File: config.mk
export PLATFORM = sky130hd
export DESIGN_NAME = yuv422_to_rgb888_converter
export DESIGN_NICKNAME = d
export VERILOG_FILES = /design/src/design/yrc_pkg.sv /design/src/design/yrc_pixel_pipe.sv /design/src/design/yuv422_to_rgb888_converter.sv
export VERILOG_INCLUDE_DIRS = /design/src /design/src/design
export SDC_FILE = /design/constraint.sdc
export NUM_CORES = 1
export LEC_CHECK = 0
export BUFFER_PORTS_ARGS = -buffer_cell sky130_fd_sc_hd__buf_2
export CAP_MARGIN = 40
export CELL_PAD_IN_SITES_DETAIL_PLACEMENT = 0
export CELL_PAD_IN_SITES_GLOBAL_PLACEMENT = 2
export CORE_ASPECT_RATIO = 0.5
export CORE_MARGIN = 1.5
export CORE_UTILIZATION = 43
export DETAILED_ROUTE_END_ITERATION = 8
export PLACE_DENSITY_LB_ADDON = 0.25
export SLEW_MARGIN = 20
export SYNTH_ARGS = -nofsm -noshare
export SYNTH_HDL_FRONTEND = slang
export SYNTH_SLANG_ARGS = --single-unit
File: constraint.sdc
create_clock -name clk -period 5.6 [get_ports clk]
set_clock_uncertainty 0.05 [all_clocks]
set_input_delay 0.84 -clock clk [delete_from_list [all_inputs] [get_ports clk]]
set_output_delay 0.84 -clock clk [all_outputs]
set_load 0.01 [all_outputs]
File: src/design/yuv422_to_rgb888_converter_defines.svh
// ----------------------------------------------------------------------------
// yuv422_to_rgb888_converter_defines
// Assertion macros shared by the converter modules.
// ----------------------------------------------------------------------------
`ifndef YUV422_TO_RGB888_CONVERTER_DEFINES_SVH
`define YUV422_TO_RGB888_CONVERTER_DEFINES_SVH

`ifndef ASSERT_OFF
// property that must hold at every edge outside reset
`define YRC_ASSERT(lbl, prop, msg) \
  lbl: assert property (@(posedge clk) disable iff (!rst_n) (prop)) else $error(msg);
// antecedent this edge implies consequent at the next edge
`define YRC_ASSERT_NEXT(lbl, ante, cons, msg) \
  lbl: assert property (@(posedge clk) disable iff (!rst_n) (ante) |=> (cons)) else $error(msg);
`else
`define YRC_ASSERT(lbl, prop, msg)
`define YRC_ASSERT_NEXT(lbl, ante, cons, msg)
`endif

`endif

File: src/design/yrc_pkg.sv
// ----------------------------------------------------------------------------
// yrc_pkg
// Types, coefficients and helpers for the YUV 4:2:2 to RGB888 converter.
// ----------------------------------------------------------------------------
`timescale 1ns / 1ps

package yrc_pkg;

  // pixel format register codes; code 3 unpacks like NV16
  typedef enum logic [1:0] {
    FMT_UYVY = 2'd0,
    FMT_YUYV = 2'd1,
    FMT_NV16 = 2'd2
  } pix_fmt_t;

  // Q16 conversion coefficients
  localparam logic signed [17:0] KRV = 18'sd89831;
  localparam logic signed [17:0] KGV = 18'sd45744;
  localparam logic signed [17:0] KGU = 18'sd22127;
  localparam logic signed [17:0] KBU = 18'sd113538;

  localparam int unsigned PIX_W = 8;

  typedef logic signed [25:0] prod_t;   // coefficient * chroma offset
  typedef logic signed [26:0] sum_t;    // luma plus chroma terms

  // per-pixel sideband
  typedef struct packed {
    logic second;      // second pixel of the pair
    logic frame_end;   // second pixel of the frame's last pair
  } pix_tag_t;

  // one pixel's conversion inputs
  typedef struct packed {
    logic [PIX_W-1:0] y;
    logic [PIX_W-1:0] u;
    logic [PIX_W-1:0] v;
    pix_tag_t         tag;
  } pix_in_t;

  // chroma minus 128 as a signed byte: flip the MSB
  function automatic logic signed [7:0] chroma_ofs(input logic [7:0] c);
    chroma_ofs = {~c[7], c[6:0]};
  endfunction

  // truncate Q16 sum toward zero and clamp to 0..255
  function automatic logic [7:0] clamp_u8(input sum_t s);
    logic [7:0] res;
    if (s[26]) begin
      res = 8'd0;
    end else if (|s[25:24]) begin
      res = 8'd255;
    end else begin
      res = s[23:16];
    end
    clamp_u8 = res;
  endfunction

endpackage

File: src/design/yrc_pixel_pipe.sv
// ----------------------------------------------------------------------------
// yrc_pixel_pipe
// Three-stage pixel converter: multiply, sum, clamp into the output register.
// ----------------------------------------------------------------------------
`timescale 1ns / 1ps

`include "yuv422_to_rgb888_converter_defines.svh"

module yrc_pixel_pipe (
  input  logic              clk,
  input  logic              rst_n,
  input  logic              pix_valid,
  output logic              pix_ready,
  input  yrc_pkg::pix_in_t  pix_in,
  output logic              rgb_valid,
  input  logic              rgb_ready,
  output logic [23:0]       rgb_out,     // red, green, blue from bit 0 up
  output yrc_pkg::pix_tag_t rgb_tag
);
  import yrc_pkg::*;

  // stage enables: a stage loads when empty or draining downstream
  logic en1, en2, en3;

  logic       v1_r, v2_r, v3_r;
  logic       v1_nxt, v2_nxt, v3_nxt;

  // stage 1: products
  logic [7:0] y1_r;
  prod_t      prv_r, pgv_r, pgu_r, pbu_r;
  pix_tag_t   tag1_r;

  // stage 2: sums
  sum_t       sr_r, sg_r, sb_r;
  pix_tag_t   tag2_r;

  // stage 3: clamped pixel
  logic [23:0] rgb_r;
  pix_tag_t    tag3_r;

  logic signed [7:0] du, dv;
  sum_t              yq;

  assign en3 = !v3_r || rgb_ready;
  assign en2 = !v2_r || en3;
  assign en1 = !v1_r || en2;
  assign pix_ready = en1;

  assign du = chroma_ofs(pix_in.u);
  assign dv = chroma_ofs(pix_in.v);
  assign yq = sum_t'({3'b000, y1_r, 16'h0000});

  // valid bits
  always_comb begin
    v1_nxt = en1 ? pix_valid : v1_r;
    v2_nxt = en2 ? v1_r : v2_r;
    v3_nxt = en3 ? v2_r : v3_r;
  end

  always_ff @(posedge clk) begin
    if (!rst_n) begin
      v1_r <= 1'b0;
      v2_r <= 1'b0;
      v3_r <= 1'b0;
    end else begin
      v1_r <= v1_nxt;
      v2_r <= v2_nxt;
      v3_r <= v3_nxt;
    end
  end

  // stage 1: chroma products
  always_ff @(posedge clk) begin
    if (en1) begin
      y1_r   <= pix_in.y;
      prv_r  <= prod_t'(KRV) * prod_t'(dv);
      pgv_r  <= prod_t'(KGV) * prod_t'(dv);
      pgu_r  <= prod_t'(KGU) * prod_t'(du);
      pbu_r  <= prod_t'(KBU) * prod_t'(du);
      tag1_r <= pix_in.tag;
    end
  end

  // stage 2: Q16 sums
  always_ff @(posedge clk) begin
    if (en2) begin
      sr_r   <= yq + sum_t'(prv_r);
      sg_r   <= yq - sum_t'(pgv_r) - sum_t'(pgu_r);
      sb_r   <= yq + sum_t'(pbu_r);
      tag2_r <= tag1_r;
    end
  end

  // stage 3: truncate and clamp
  always_ff @(posedge clk) begin
    if (en3) begin
      rgb_r  <= {clamp_u8(sb_r), clamp_u8(sg_r), clamp_u8(sr_r)};
      tag3_r <= tag2_r;
    end
  end

  assign rgb_valid = v3_r;
  assign rgb_out   = rgb_r;
  assign rgb_tag   = tag3_r;

  // a stalled output keeps stage 2 full if it was full
  `YRC_ASSERT_NEXT(a_stall_keeps_s2, v3_r && !rgb_ready && v2_r, v2_r,
                   "stage 2 lost a pixel during an output stall")
  // frame end only ever rides on a second pixel
  `YRC_ASSERT(a_tag_s2, !v2_r || !tag2_r.frame_end || tag2_r.second,
              "frame end on a first pixel in stage 2")
  // valid bits advance one stage when the stage below can take them
  `YRC_ASSERT_NEXT(a_s1_to_s2, v1_r && en2, v2_r,
                   "stage 1 pixel did not reach stage 2")

endmodule

File: src/design/yuv422_to_rgb888_converter.sv
// ----------------------------------------------------------------------------
// yuv422_to_rgb888_converter
// Unpacks one 4:2:2 pixel pair per input beat and emits two RGB888 pixels.
// ----------------------------------------------------------------------------
//  channel | dir | tdata                      | tuser          | tlast
//  in_     | in  | pixel_word[31:0]           | -              | last_in_frame
//  out_    | out | red[7:0] green blue [23:0] | second_of_pair | frame_end
//  cfg_    | in  | pixel_format[1:0]          | -              | -
//
//  A new pair is taken while the last pair's second pixel issues, paced by the
//  single output channel that carries one pixel per beat; out_tready stalls hold it.
//  A pair register splits the word into two pixels for a 3-stage pipeline.
//  rst_n (synchronous) clears valid bits and sets the format to UYVY.
//  Stalls on out_tready back up stage by stage; nothing is lost or repeated.
// ----------------------------------------------------------------------------
`timescale 1ns / 1ps

`include "yuv422_to_rgb888_converter_defines.svh"

module yuv422_to_rgb888_converter (
  input  logic        clk,
  input  logic        rst_n,
  input  logic        cfg_wr_en,
  input  logic [1:0]  cfg_wr_data,   // pixel_format
  input  logic        in_tvalid,
  output logic        in_tready,
  input  logic [31:0] in_tdata,      // pixel_word
  input  logic        in_tlast,      // last_in_frame
  output logic        out_tvalid,
  input  logic        out_tready,
  output logic [23:0] out_tdata,     // red, green, blue
  output logic        out_tuser,     // second_of_pair
  output logic        out_tlast      // frame_end
);
  import yrc_pkg::*;

  pix_fmt_t   fmt_r, fmt_nxt;

  // pair register
  logic       s0_valid_r, s0_valid_nxt;
  logic       phase_r, phase_nxt;
  logic [7:0] y0_r, y1_r, u_r, v_r;
  logic       last_r;
  logic [7:0] y0_nxt, y1_nxt, u_nxt, v_nxt;

  logic       accept, issue, pipe_ready;
  pix_in_t    pix;
  logic       rgb_valid;
  pix_tag_t   rgb_tag;

  // format register
  always_comb begin
    fmt_nxt = cfg_wr_en ? pix_fmt_t'(cfg_wr_data) : fmt_r;
  end

  always_ff @(posedge clk) begin
    if (!rst_n) begin
      fmt_r <= FMT_UYVY;
    end else begin
      fmt_r <= fmt_nxt;
    end
  end

  // byte unpack by format; code 3 falls to NV16 layout
  always_comb begin
    unique case (fmt_r)
      FMT_UYVY: begin
        y0_nxt = in_tdata[15:8];
        y1_nxt = in_tdata[31:24];
        u_nxt  = in_tdata[23:16];
        v_nxt  = in_tdata[7:0];
      end
      FMT_YUYV: begin
        y0_nxt = in_tdata[7:0];
        y1_nxt = in_tdata[23:16];
        u_nxt  = in_tdata[15:8];
        v_nxt  = in_tdata[31:24];
      end
      default: begin
        y0_nxt = in_tdata[7:0];
        y1_nxt = in_tdata[15:8];
        u_nxt  = in_tdata[31:24];
        v_nxt  = in_tdata[23:16];
      end
    endcase
  end

  // handshake: free when empty or when the second pixel leaves now
  assign issue     = s0_valid_r && pipe_ready;
  assign in_tready = !s0_valid_r || (phase_r && pipe_ready);
  assign accept    = in_tvalid && in_tready;

  always_comb begin
    s0_valid_nxt = s0_valid_r;
    phase_nxt    = phase_r;
    if (issue) begin
      phase_nxt = 1'b1;
      if (phase_r) begin
        s0_valid_nxt = 1'b0;
      end
    end
    if (accept) begin
      s0_valid_nxt = 1'b1;
      phase_nxt    = 1'b0;
    end
  end

  always_ff @(posedge clk) begin
    if (!rst_n) begin
      s0_valid_r <= 1'b0;
      phase_r    <= 1'b0;
    end else begin
      s0_valid_r <= s0_valid_nxt;
      phase_r    <= phase_nxt;
    end
  end

  always_ff @(posedge clk) begin
    if (accept) begin
      y0_r   <= y0_nxt;
      y1_r   <= y1_nxt;
      u_r    <= u_nxt;
      v_r    <= v_nxt;
      last_r <= in_tlast;
    end
  end

  // pick the pixel for this phase
  always_comb begin
    pix.y             = phase_r ? y1_r : y0_r;
    pix.u             = u_r;
    pix.v             = v_r;
    pix.tag.second    = phase_r;
    pix.tag.frame_end = phase_r && last_r;
  end

  yrc_pixel_pipe u_pipe (
    .clk       (clk),
    .rst_n     (rst_n),
    .pix_valid (s0_valid_r),
    .pix_ready (pipe_ready),
    .pix_in    (pix),
    .rgb_valid (rgb_valid),
    .rgb_ready (out_tready),
    .rgb_out   (out_tdata),
    .rgb_tag   (rgb_tag)
  );

  assign out_tvalid = rgb_valid;
  assign out_tuser  = rgb_tag.second;
  assign out_tlast  = rgb_tag.frame_end;

  // a new pair always starts on its first pixel
  `YRC_ASSERT_NEXT(a_accept_first, accept, s0_valid_r && !phase_r,
                   "accepted pair not held on first pixel")
  // after the first pixel leaves, the second is still pending
  `YRC_ASSERT_NEXT(a_first_then_second, issue && !phase_r, s0_valid_r && phase_r,
                   "second pixel of pair lost")
  // no new pair while the first pixel is still waiting
  `YRC_ASSERT(a_no_overwrite, !(s0_valid_r && !phase_r) || !in_tready,
              "pair register ready with first pixel pending")
  // frame end only on a second pixel
  `YRC_ASSERT(a_tlast_second, !out_tvalid || !out_tlast || out_tuser,
              "frame end on a first pixel")

endmodule
==> summary.txt, run 1 <==
Clock network
  • Maximum number of buffers from clock root to sink: 2
  • Source-to-sink clock delay at the later pin of the worst-skew pair: 440 ps
  • Total CTS buffers: 17
  • Count of cells resized by post-cts repair: 0
  • Clk pin slew, worst setup/hold paths: 80 ps
  • Count of H-tree levels built during CTS: 4
  • Number of hold-repair buffers added at the cts stage: 0
  • Total number of clock tree sinks: 176
  • Cell at the root of the clock tree: clkbuf_16
  • Clock tree from TritonCTS: yes
  • Setup Buffers After CTS: 0

Power and ir drop
  • Cell Pwr Density: 588.8 nW/um2
  • Static Leakage: 8.596 nW
  • Max VDD drop: 338.2 uV

Logic synthesis
  • Count of yosys warnings during synthesis: 0
  • Largest area contributor in the synthesized netlist: edfxtp_1
  • Commonest cells post-synth: 326 x inv_1, 252 x ha_1, 169 x edfxtp_1
  • Number of enable-type register cells in the synthesized netlist: 169
  • Post-Synthesis Cell Area: 16110 um2
  • Share of the synthesized area in the top cell type: 31.50%
  • Synthesized net count: 1930
  • Register area share after synthesis: 32.37%
  • Cell variety after synth: 70
  • Synth async-reset ratio: 0%
  • Most instantiated flip-flop cell in the synthesis netlist: edfxtp_1
  • Post-Synthesis Cells: 1509
  • Mean Syn Cell Area: 10.68 um2
  • Most frequent cell after synthesis: inv_1
  • Number of storage elements in the synthesis netlist: 176
  • Synth top area cells: edfxtp_1 32%, ha_1 20%, fa_1 16%

Placed design
  • Global placer's final weighted congestion: 0.8889
  • Estimated wirelength of the detail-placed design: 29970 um
  • Port Buf Inserts: 67
  • Worst slack, placed: 397.3 ps

Route
  • Detailed-router iteration count before antenna repair: 5
  • Routed Antenna Nets: 0
  • Vias post-DR: 10574
  • Vias per cell: 5.057
  • Routed wirelength normalized by instance count: 17.53 um
  • DRC violations left: 0
  • Number of DRC markers in iteration 0: 534
  • Routed WL: 36660 um

Timing
  • Setup TNS: 0 ps
  • Final worst hold slack: 371.5 ps
  • Setup repair after global routing missed its margin: false
  • Portion of the clock cycle consumed by the worst path in the final layout: 90.10%
  • # setup viols final: 0
  • Min setup slack post-route: 554.3 ps
  • Min Clock Period, post-route: 5046 ps
  • Max Transition Viols Final: 0
  • Worst Tran Pin Value: 802.3 ps
  • FMAX: 198.2 MHz
  • Slew margin rel.: 46.32%
  • Number of hold violations in the final report: 0

Finish
  • Final antenna diode count: 0
  • Layout net count: 2015
  • Fraction of final layout cells with drive strength greater than 1: 9.956%
  • Signed area change from the synthesized netlist to the final layout: 9.871%

Job
  • Number of violations of the max-capacitance limit: 0

Setup path
  • Crit Path Class: reg -> reg
  • Required time of the critical path: 5750 ps
  • Crit Reg-Reg Startpoint: u_r[6]
  • Crit-path max FO: 5
  • Critical Path Sink Type: flop
  • Origin of the worst setup path: u_r[6]
  • Worst Path Arrival: 5190 ps
  • Kind of start point of the critical path: flop
  • Depth of the worst register-to-register path: 16

Floorplan
  • Horizontal die dimension: 276.7 um
  • Core Region: 36420 um2
  • FP Rows: 49
  • Top-level I/O count: 68
  • Initial core utilization: 44.24%
  • Die area: 38710 um2
  • Die boundary height: 139.9 um

GRT
  • Overflow after GRT: 0
  • First-pass GRT wire length: 59600 um
  • Overall fraction of global-route tracks in use: 19.93%
  • Number of global-route vias before repair: 10864
  • Number of antenna violations at the first check in global routing: 0
  • Pin count of the biggest net entering global routing: 61

Worst hold path
  • Worst hold stages: 0
  • Startpoint of the tightest hold check path: u_pipe.tag2_r[1]
  • Min-Delay Path Class: reg -> reg

Status
  • Run status: completed
-- cell usage in the layout, fill, tap and decap left out, types with 36 or more instances in the layout --
cell and n:
fa_1 129, buf_2 67, xnor2_1 41, a21oi_1 62
nand2_1 70, inv_1 326, ha_1 252, a21o_1 36
o21ai_0 60, edfxtp_1 169, nor2_1 91
-- cells by family after synthesis --
family,count (synthesis),share of synthesized area [%]
xor gates and xnor gates,65,3.534
AOI/OAI and AO/OA,239,9.794
and+or+nand+nor,259,7.526
muxes,46,2.990
DFF,176,32.37
adders and majority gates,381,35.60
buffers and inverters,343,8.186
-- critical path, stage by stage, from the launching register on --
cell      delay, ps
edfxtp_1        440
inv_1           190
fa_1            490
inv_1           220
fa_1            500
fa_1            530
inv_1            60
fa_1            530
inv_1            40
ha_1            330
a21o_1          200
a221oi_1        300
o21ai_0         150
a21oi_1         250
o21ai_0         200
a21oi_1         240
xnor2_1          90
-- worst paths after layout --
check / to / slack, ps
worst min-delay path: u_pipe.rgb_tag[1] / 370
worst max register to register: u_pipe.pbu_r[24] / 550
worst max-delay path: u_pipe.pbu_r[24] / 550
worst min register to register: u_pipe.rgb_tag[1] / 370
-- report_power, final --
group / leakage [nW] / total [mW] / switching (mW) / internal, mW
clock: 0.291 / 1.21 / 0.570 / 0.636
combinational: 6.49 / 6.69 / 3.88 / 2.81
sequential: 1.82 / 2.53 / 0.235 / 2.29
-- flip-flops by register name, summed over array words and instances, names as in the netlist, 8 cells and up --
signal,cells
y0_r,8
u_pipe.y1_r,8
u_pipe.sb_r,11
u_pipe.pgu_r,24
u_pipe.sg_r,11
u_pipe.rgb_out,24
u_pipe.sr_r,11
u_pipe.pgv_r,19
u_pipe.prv_r,12
u_pipe.pbu_r,10
u_r,8
v_r,8
y1_r,8
-- cell type report --
| cell class | instances | area, um2 |
|---|---|---|
| Clock buffer | 17 | 425.4 |
| Clock inverter | 15 | 163.9 |
| Fill cell | 3396 | 18720 |
| Inverter | 326 | 1224 |
| Multi-Input combinational cell | 990 | 9592 |
| Sequential cell | 176 | 5215 |
| Tap cell | 484 | 605.6 |
| Timing Repair Buffer | 83 | 475.5 |
-- through the flow --
stage / utilization [%] / power [mW] / instances / area, um2
2_1_floorplan: - / 7.590 / 1509 / 16110
3_3_place_gp: 46.89 / 9.101 / 2057 / 17080
3_5_place_dp: 46.97 / 9.186 / 2058 / 17100
4_1_cts: 48.58 / 10.49 / 2090 / 17690
5_1_grt: 48.61 / 11.52 / 2091 / 17700
6_report: 48.61 / 10.42 / 2091 / 17700
-- layer usage --
| layer | track usage, % | share of wire [%] | vias to the layer above |
|---|---|---|---|
| li1 | - | - | 5238 |
| met1 | 29.41 | 52 | 5150 |
| met2 | 31.21 | 44 | 163 |
| met3 | 2.955 | 2.8 | 23 |
| met4 | 3.904 | 0.99 | 0 |
| met5 | 0 | 0 | - |
(Power assumes the default switching activity.)
==> run 2: changes to the inputs <==
REMOVE_ABC_BUFFERS = 1   (was default)
==> summary.txt, run 2 (same netlist as run 1, synthesis figures left out) <==
Status
  • Run status: completed

Floorplan
  • Core Region: 36420 um2
  • Initial core utilization: 44.24%
  • Top-level I/O count: 68
  • Die area: 38710 um2
  • Die boundary height: 139.9 um
  • Horizontal die dimension: 276.7 um
  • FP Rows: 49

Setup path
  • Crit-path max FO: 6
  • Kind of start point of the critical path: flop
  • Critical Path Sink Type: flop
  • Required time of the critical path: 5750 ps
  • R2R setup slack: 600 ps
  • Worst Path Arrival: 5160 ps
  • Crit Path Class: reg -> reg

Finish
  • Signed area change from the synthesized netlist to the final layout: 10.28%
  • Non-filler cells, final: 2095
  • Most frequent cells in the layout: 326 x inv_1, 252 x ha_1, 169 x edfxtp_1
  • Layout net count: 2018
  • Most common cell after layout, fill and taps aside: inv_1
  • Final core utilization: 48.78%
  • Total non-filler cell area in the finished layout: 17770 um2
  • Fraction of final layout cells with drive strength greater than 1: 10.12%
  • Filler Cells Inserted: 3333

Timing
  • Setup TNS: 0 ps
  • Number of hold violations in the final report: 0
  • Min Clock Period, post-route: 5001 ps
  • Portion of the clock cycle consumed by the worst path in the final layout: 89.31%
  • Max Transition Viols Final: 0
  • FMAX: 199.9 MHz
  • Min setup slack post-route: 598.7 ps
  • Slew margin rel.: 35.23%
  • Setup repair after global routing missed its margin: false
  • Worst Tran Pin Value: 961.3 ps
  • # setup viols final: 0

Route
  • Detail Route met3 WL: 984 um
  • Routed Antenna Nets: 0
  • Vias post-DR: 10551
  • Routed WL: 36320 um
  • DRC violations left: 0
  • Met1 layer wirelength in the final routing: 18870 um
  • Routed wire length on met2: 15950 um
  • Vias per cell: 5.036
  • Detailed-router iteration count before antenna repair: 5
  • Routed wirelength normalized by instance count: 17.34 um
  • Top routing layer in use: met4
  • Number of DRC markers in iteration 0: 477

Job
  • Number of violations of the max-capacitance limit: 0

Clock network
  • Maximum number of buffers from clock root to sink: 2
  • Number of hold-repair buffers added at the cts stage: 0
  • Clk pin slew, worst setup/hold paths: 80 ps
  • Total CTS buffers: 17
  • Clock tree from TritonCTS: yes
  • Source-to-sink clock delay at the later pin of the worst-skew pair: 450 ps
  • Count of H-tree levels built during CTS: 4
  • Cell at the root of the clock tree: clkbuf_16
  • Total number of clock tree sinks: 176

GRT
  • Number of global-route vias before repair: 11244
  • Overall fraction of global-route tracks in use: 20.09%
  • Pin count of the biggest net entering global routing: 51
  • Overflow after GRT: 0
  • Number of antenna violations at the first check in global routing: 0
  • First-pass GRT wire length: 60240 um

Power and ir drop
  • Switching power of the nets: 4.689 mW
  • Internal cell power: 5.721 mW
  • Clock power frac: 11.8%
  • Sw frac: 45.05%
  • Sequential power share: 24.2%
  • Power share of the combinational group: 64.0%
  • Cell Pwr Density: 585.9 nW/um2
  • Static Leakage: 8.624 nW
  • Max VDD drop: 328.6 uV

Placed design
  • Placed Cells: 2060
  • Worst slack, placed: 414.7 ps
  • Cell area after placement: 17130 um2
  • Global placer's final weighted congestion: 0.8911
  • Estimated wirelength of the detail-placed design: 30110 um
  • Port Buf Inserts: 67

Worst hold path
  • Min-Delay Path Class: reg -> reg
-- run 2: final timing paths --
path / endpoint / startpoint / cells past startpoint
worst max-delay path: u_pipe.pbu_r[24] / u_r[7] / 15
worst min-delay path: u_pipe.tag2_r[0] / u_pipe.tag1_r[0] / 0
worst max register to register: u_pipe.pbu_r[24] / u_r[7] / 15
worst min register to register: u_pipe.tag2_r[0] / u_pipe.tag1_r[0] / 0
-- run 2: timing repair --
action / 4_1_cts / 5_1_grt
setup endpoints to repair: 0 / 1
setup buffers: 0 / 1
gates resized for setup: 0 / 0
-- run 2: layout make-up --
type / count / area, um2 / area share, %
flip-flops and latches: 176 / 5215 / 29.35
repair buffers: 86 / 505.5 / 2.845
diodes: 1 / 2.502 / 0.01409
well taps: 484 / 605.6 / 3.409
clock buffers: 17 / 425.4 / 2.395
inverters: 326 / 1224 / 6.888
clock inverters: 15 / 196.4 / 1.106
multi-input cells: 990 / 9592 / 53.99
-- run 2: stage by stage --
step           total power, mW  hold slack (ps)
2_1_floorplan            7.495            350.3
3_3_place_gp             9.133            356.8
3_5_place_dp             9.181            355.7
4_1_cts                  10.52            376.9
5_1_grt                  11.54            387.5
6_report                 10.41            375.4
-- run 2: layer usage --
metal	up-vias	GRT usage, %
met3	30	2.535
met5	-	0
met4	0	4.829
met1	5156	29.61
met2	118	31.45
li1	5247	-
-- run 2: power groups by stage --
stage / combinational [mW] / clock [mW] / sequential, mW
global placement: 6.59 / 0 / 2.54
global route: 7.64 / 1.32 / 2.58
floorplan: 4.99 / 0 / 2.51
detailed placement: 6.63 / 0 / 2.55
finish: 6.66 / 1.23 / 2.52
CTS: 6.72 / 1.27 / 2.53
-- run 2: worst max-delay path: stages, from the launching register on --
cell and delay, ps:
edfxtp_1 570, fa_1 490, inv_1 220, fa_1 490
fa_1 530, inv_1 60, fa_1 530, inv_1 40
ha_1 340, a21o_1 200, a221oi_1 300, o21ai_0 130
a21oi_1 270, o21ai_0 210, a21oi_1 240, xnor2_1 80
==> run 3: changes to the inputs <==
CORE_UTILIZATION = 44   (was 43)
CTS_BUF_LIST = sky130_fd_sc_hd__clkbuf_2 sky130_fd_sc_hd__clkbuf_4 sky130_fd_sc_hd__clkbuf_8   (was default)
==> summary.txt, run 3 (same netlist as run 1, synthesis figures left out) <==
Finish
  • Filler Cells Inserted: 3314
  • Most common cell after layout, fill and taps aside: inv_1
  • Total area of multi-input combinational cells: 9592 um2
  • Final antenna diode count: 0
  • Signed area change from the synthesized netlist to the final layout: 9.087%
  • Layout net count: 2020
  • Sequential cell area: 5215 um2
  • Fraction of final layout cells with drive strength greater than 1: 10.24%
  • Most frequent cells in the layout: 326 x inv_1, 252 x ha_1, 169 x edfxtp_1

Route
  • Routed wire length on met2: 16390 um
  • Routed wirelength normalized by instance count: 17.59 um
  • Vias per cell: 5.105
  • DRC violations left: 0
  • Routed WL: 36870 um
  • Detailed-router iteration count before antenna repair: 5
  • Met1 layer wirelength in the final routing: 18830 um
  • Vias post-DR: 10701
  • Number of DRC markers in iteration 0: 554
  • Routed Antenna Nets: 0
  • Top routing layer in use: met4
  • Detail Route met3 WL: 1145 um

Timing
  • Portion of the clock cycle consumed by the worst path in the final layout: 89.43%
  • Min setup slack post-route: 592.0 ps
  • Setup repair after global routing missed its margin: false
  • FMAX: 199.7 MHz
  • Worst Tran Pin Value: 810.4 ps
  • # setup viols final: 0
  • Slew margin rel.: 45.40%
  • Number of hold violations in the final report: 0
  • Max Transition Viols Final: 0
  • Setup TNS: 0 ps
  • Min Clock Period, post-route: 5008 ps

Placed design
  • Estimated wirelength of the detail-placed design: 30270 um
  • Global placer's final weighted congestion: 0.8781
  • Port Buf Inserts: 67
  • Worst slack, placed: 356.6 ps

Floorplan
  • Die boundary height: 138.3 um
  • Die area: 37840 um2
  • Top-level I/O count: 68
  • Initial core utilization: 44.77%
  • Core Region: 35990 um2
  • Horizontal die dimension: 273.6 um
  • FP Rows: 49

Power and ir drop
  • Cell Pwr Density: 581.0 nW/um2
  • Max VDD drop: 367.5 uV
  • Static Leakage: 8.549 nW

Clock network
  • Total number of clock tree sinks: 176
  • Maximum number of buffers from clock root to sink: 2
  • Count of H-tree levels built during CTS: 4
  • Clk pin slew, worst setup/hold paths: 100 ps
  • Cell at the root of the clock tree: clkbuf_8
  • Source-to-sink clock delay at the later pin of the worst-skew pair: 490 ps
  • Total CTS buffers: 17
  • Clock tree from TritonCTS: yes
  • Number of hold-repair buffers added at the cts stage: 0

Setup path
  • Worst Path Arrival: 5210 ps
  • Critical Path Sink Type: flop
  • Kind of start point of the critical path: flop
  • Crit-path max FO: 5
  • R2R setup slack: 590 ps
  • Required time of the critical path: 5810 ps
  • Crit Path Class: reg -> reg

GRT
  • First-pass GRT wire length: 61050 um
  • Pin count of the biggest net entering global routing: 51
  • Overflow after GRT: 0
  • Number of antenna violations at the first check in global routing: 0
  • Number of global-route vias before repair: 11187
  • Overall fraction of global-route tracks in use: 20.79%

Job
  • Number of violations of the max-capacitance limit: 0

Worst hold path
  • Min-Delay Path Class: reg -> reg

Status
  • Run status: completed
-- run 3: stage by stage --
step | std cells | power, mW | area [um2] | util [%] | hold slack, ps
after floorplan | 1492 | 7.495 | 16020 | - | 350.3
after global placement | 2055 | 9.138 | 17060 | 47.41 | 357.8
after detailed placement | 2058 | 9.200 | 17100 | 47.52 | 361.6
after CTS | 2090 | 10.30 | 17530 | 48.72 | 388.0
after global routing | 2096 | 11.28 | 17570 | 48.83 | 394.5
final | 2096 | 10.21 | 17570 | 48.83 | 385.4
-- run 3: critical path: stages, from the launching register on --
cell	delay, ps
edfxtp_1	460
inv_1	150
fa_1	500
inv_1	230
fa_1	500
fa_1	520
inv_1	50
fa_1	530
inv_1	40
ha_1	340
and3_1	230
a221oi_1	260
o21ai_0	150
a21oi_1	240
o21ai_0	190
a21oi_1	240
xnor2_1	80
-- run 3: final timing paths --
kind,from,to,cells after the start
hold / removal,u_pipe.tag1_r[0],u_pipe.tag2_r[0],0
setup / recovery,u_r[5],u_pipe.pbu_r[24],16
setup reg to reg,u_r[5],u_pipe.pbu_r[24],16
hold reg to reg,u_pipe.tag1_r[0],u_pipe.tag2_r[0],0
-- run 3: report_power, final --
| group | leakage, nW | internal, mW | switching, mW | total [mW] |
|---|---|---|---|---|
| Combinational | 6.51 | 2.81 | 3.89 | 6.70 |
| Clock | 0.223 | 0.464 | 0.525 | 0.988 |
| Sequential | 1.82 | 2.29 | 0.232 | 2.52 |
| Total | 8.55 | 5.56 | 4.65 | 10.2 |
-- run 3: final cells by class --
| cell class | instances | area share (%) |
|---|---|---|
| clock inverter | 14 | 1.089 |
| sequential | 176 | 29.67 |
| timing repair buffer | 88 | 2.876 |
| clock buffer | 18 | 1.374 |
| multi-input combinational | 990 | 54.58 |
| tap | 484 | 3.446 |
| inverter | 326 | 6.963 |
-- run 3: metal layers --
metal	up-vias	track usage, %
li1	5250	-
met4	0	4.565
met5	-	0
met1	5263	30.61
met3	29	3.439
met2	159	32.10
-- run 3: timing repair --
action	in CTS	in global routing
setup endpoints to repair	0	2
setup buffers	0	4
gates resized for setup	0	0
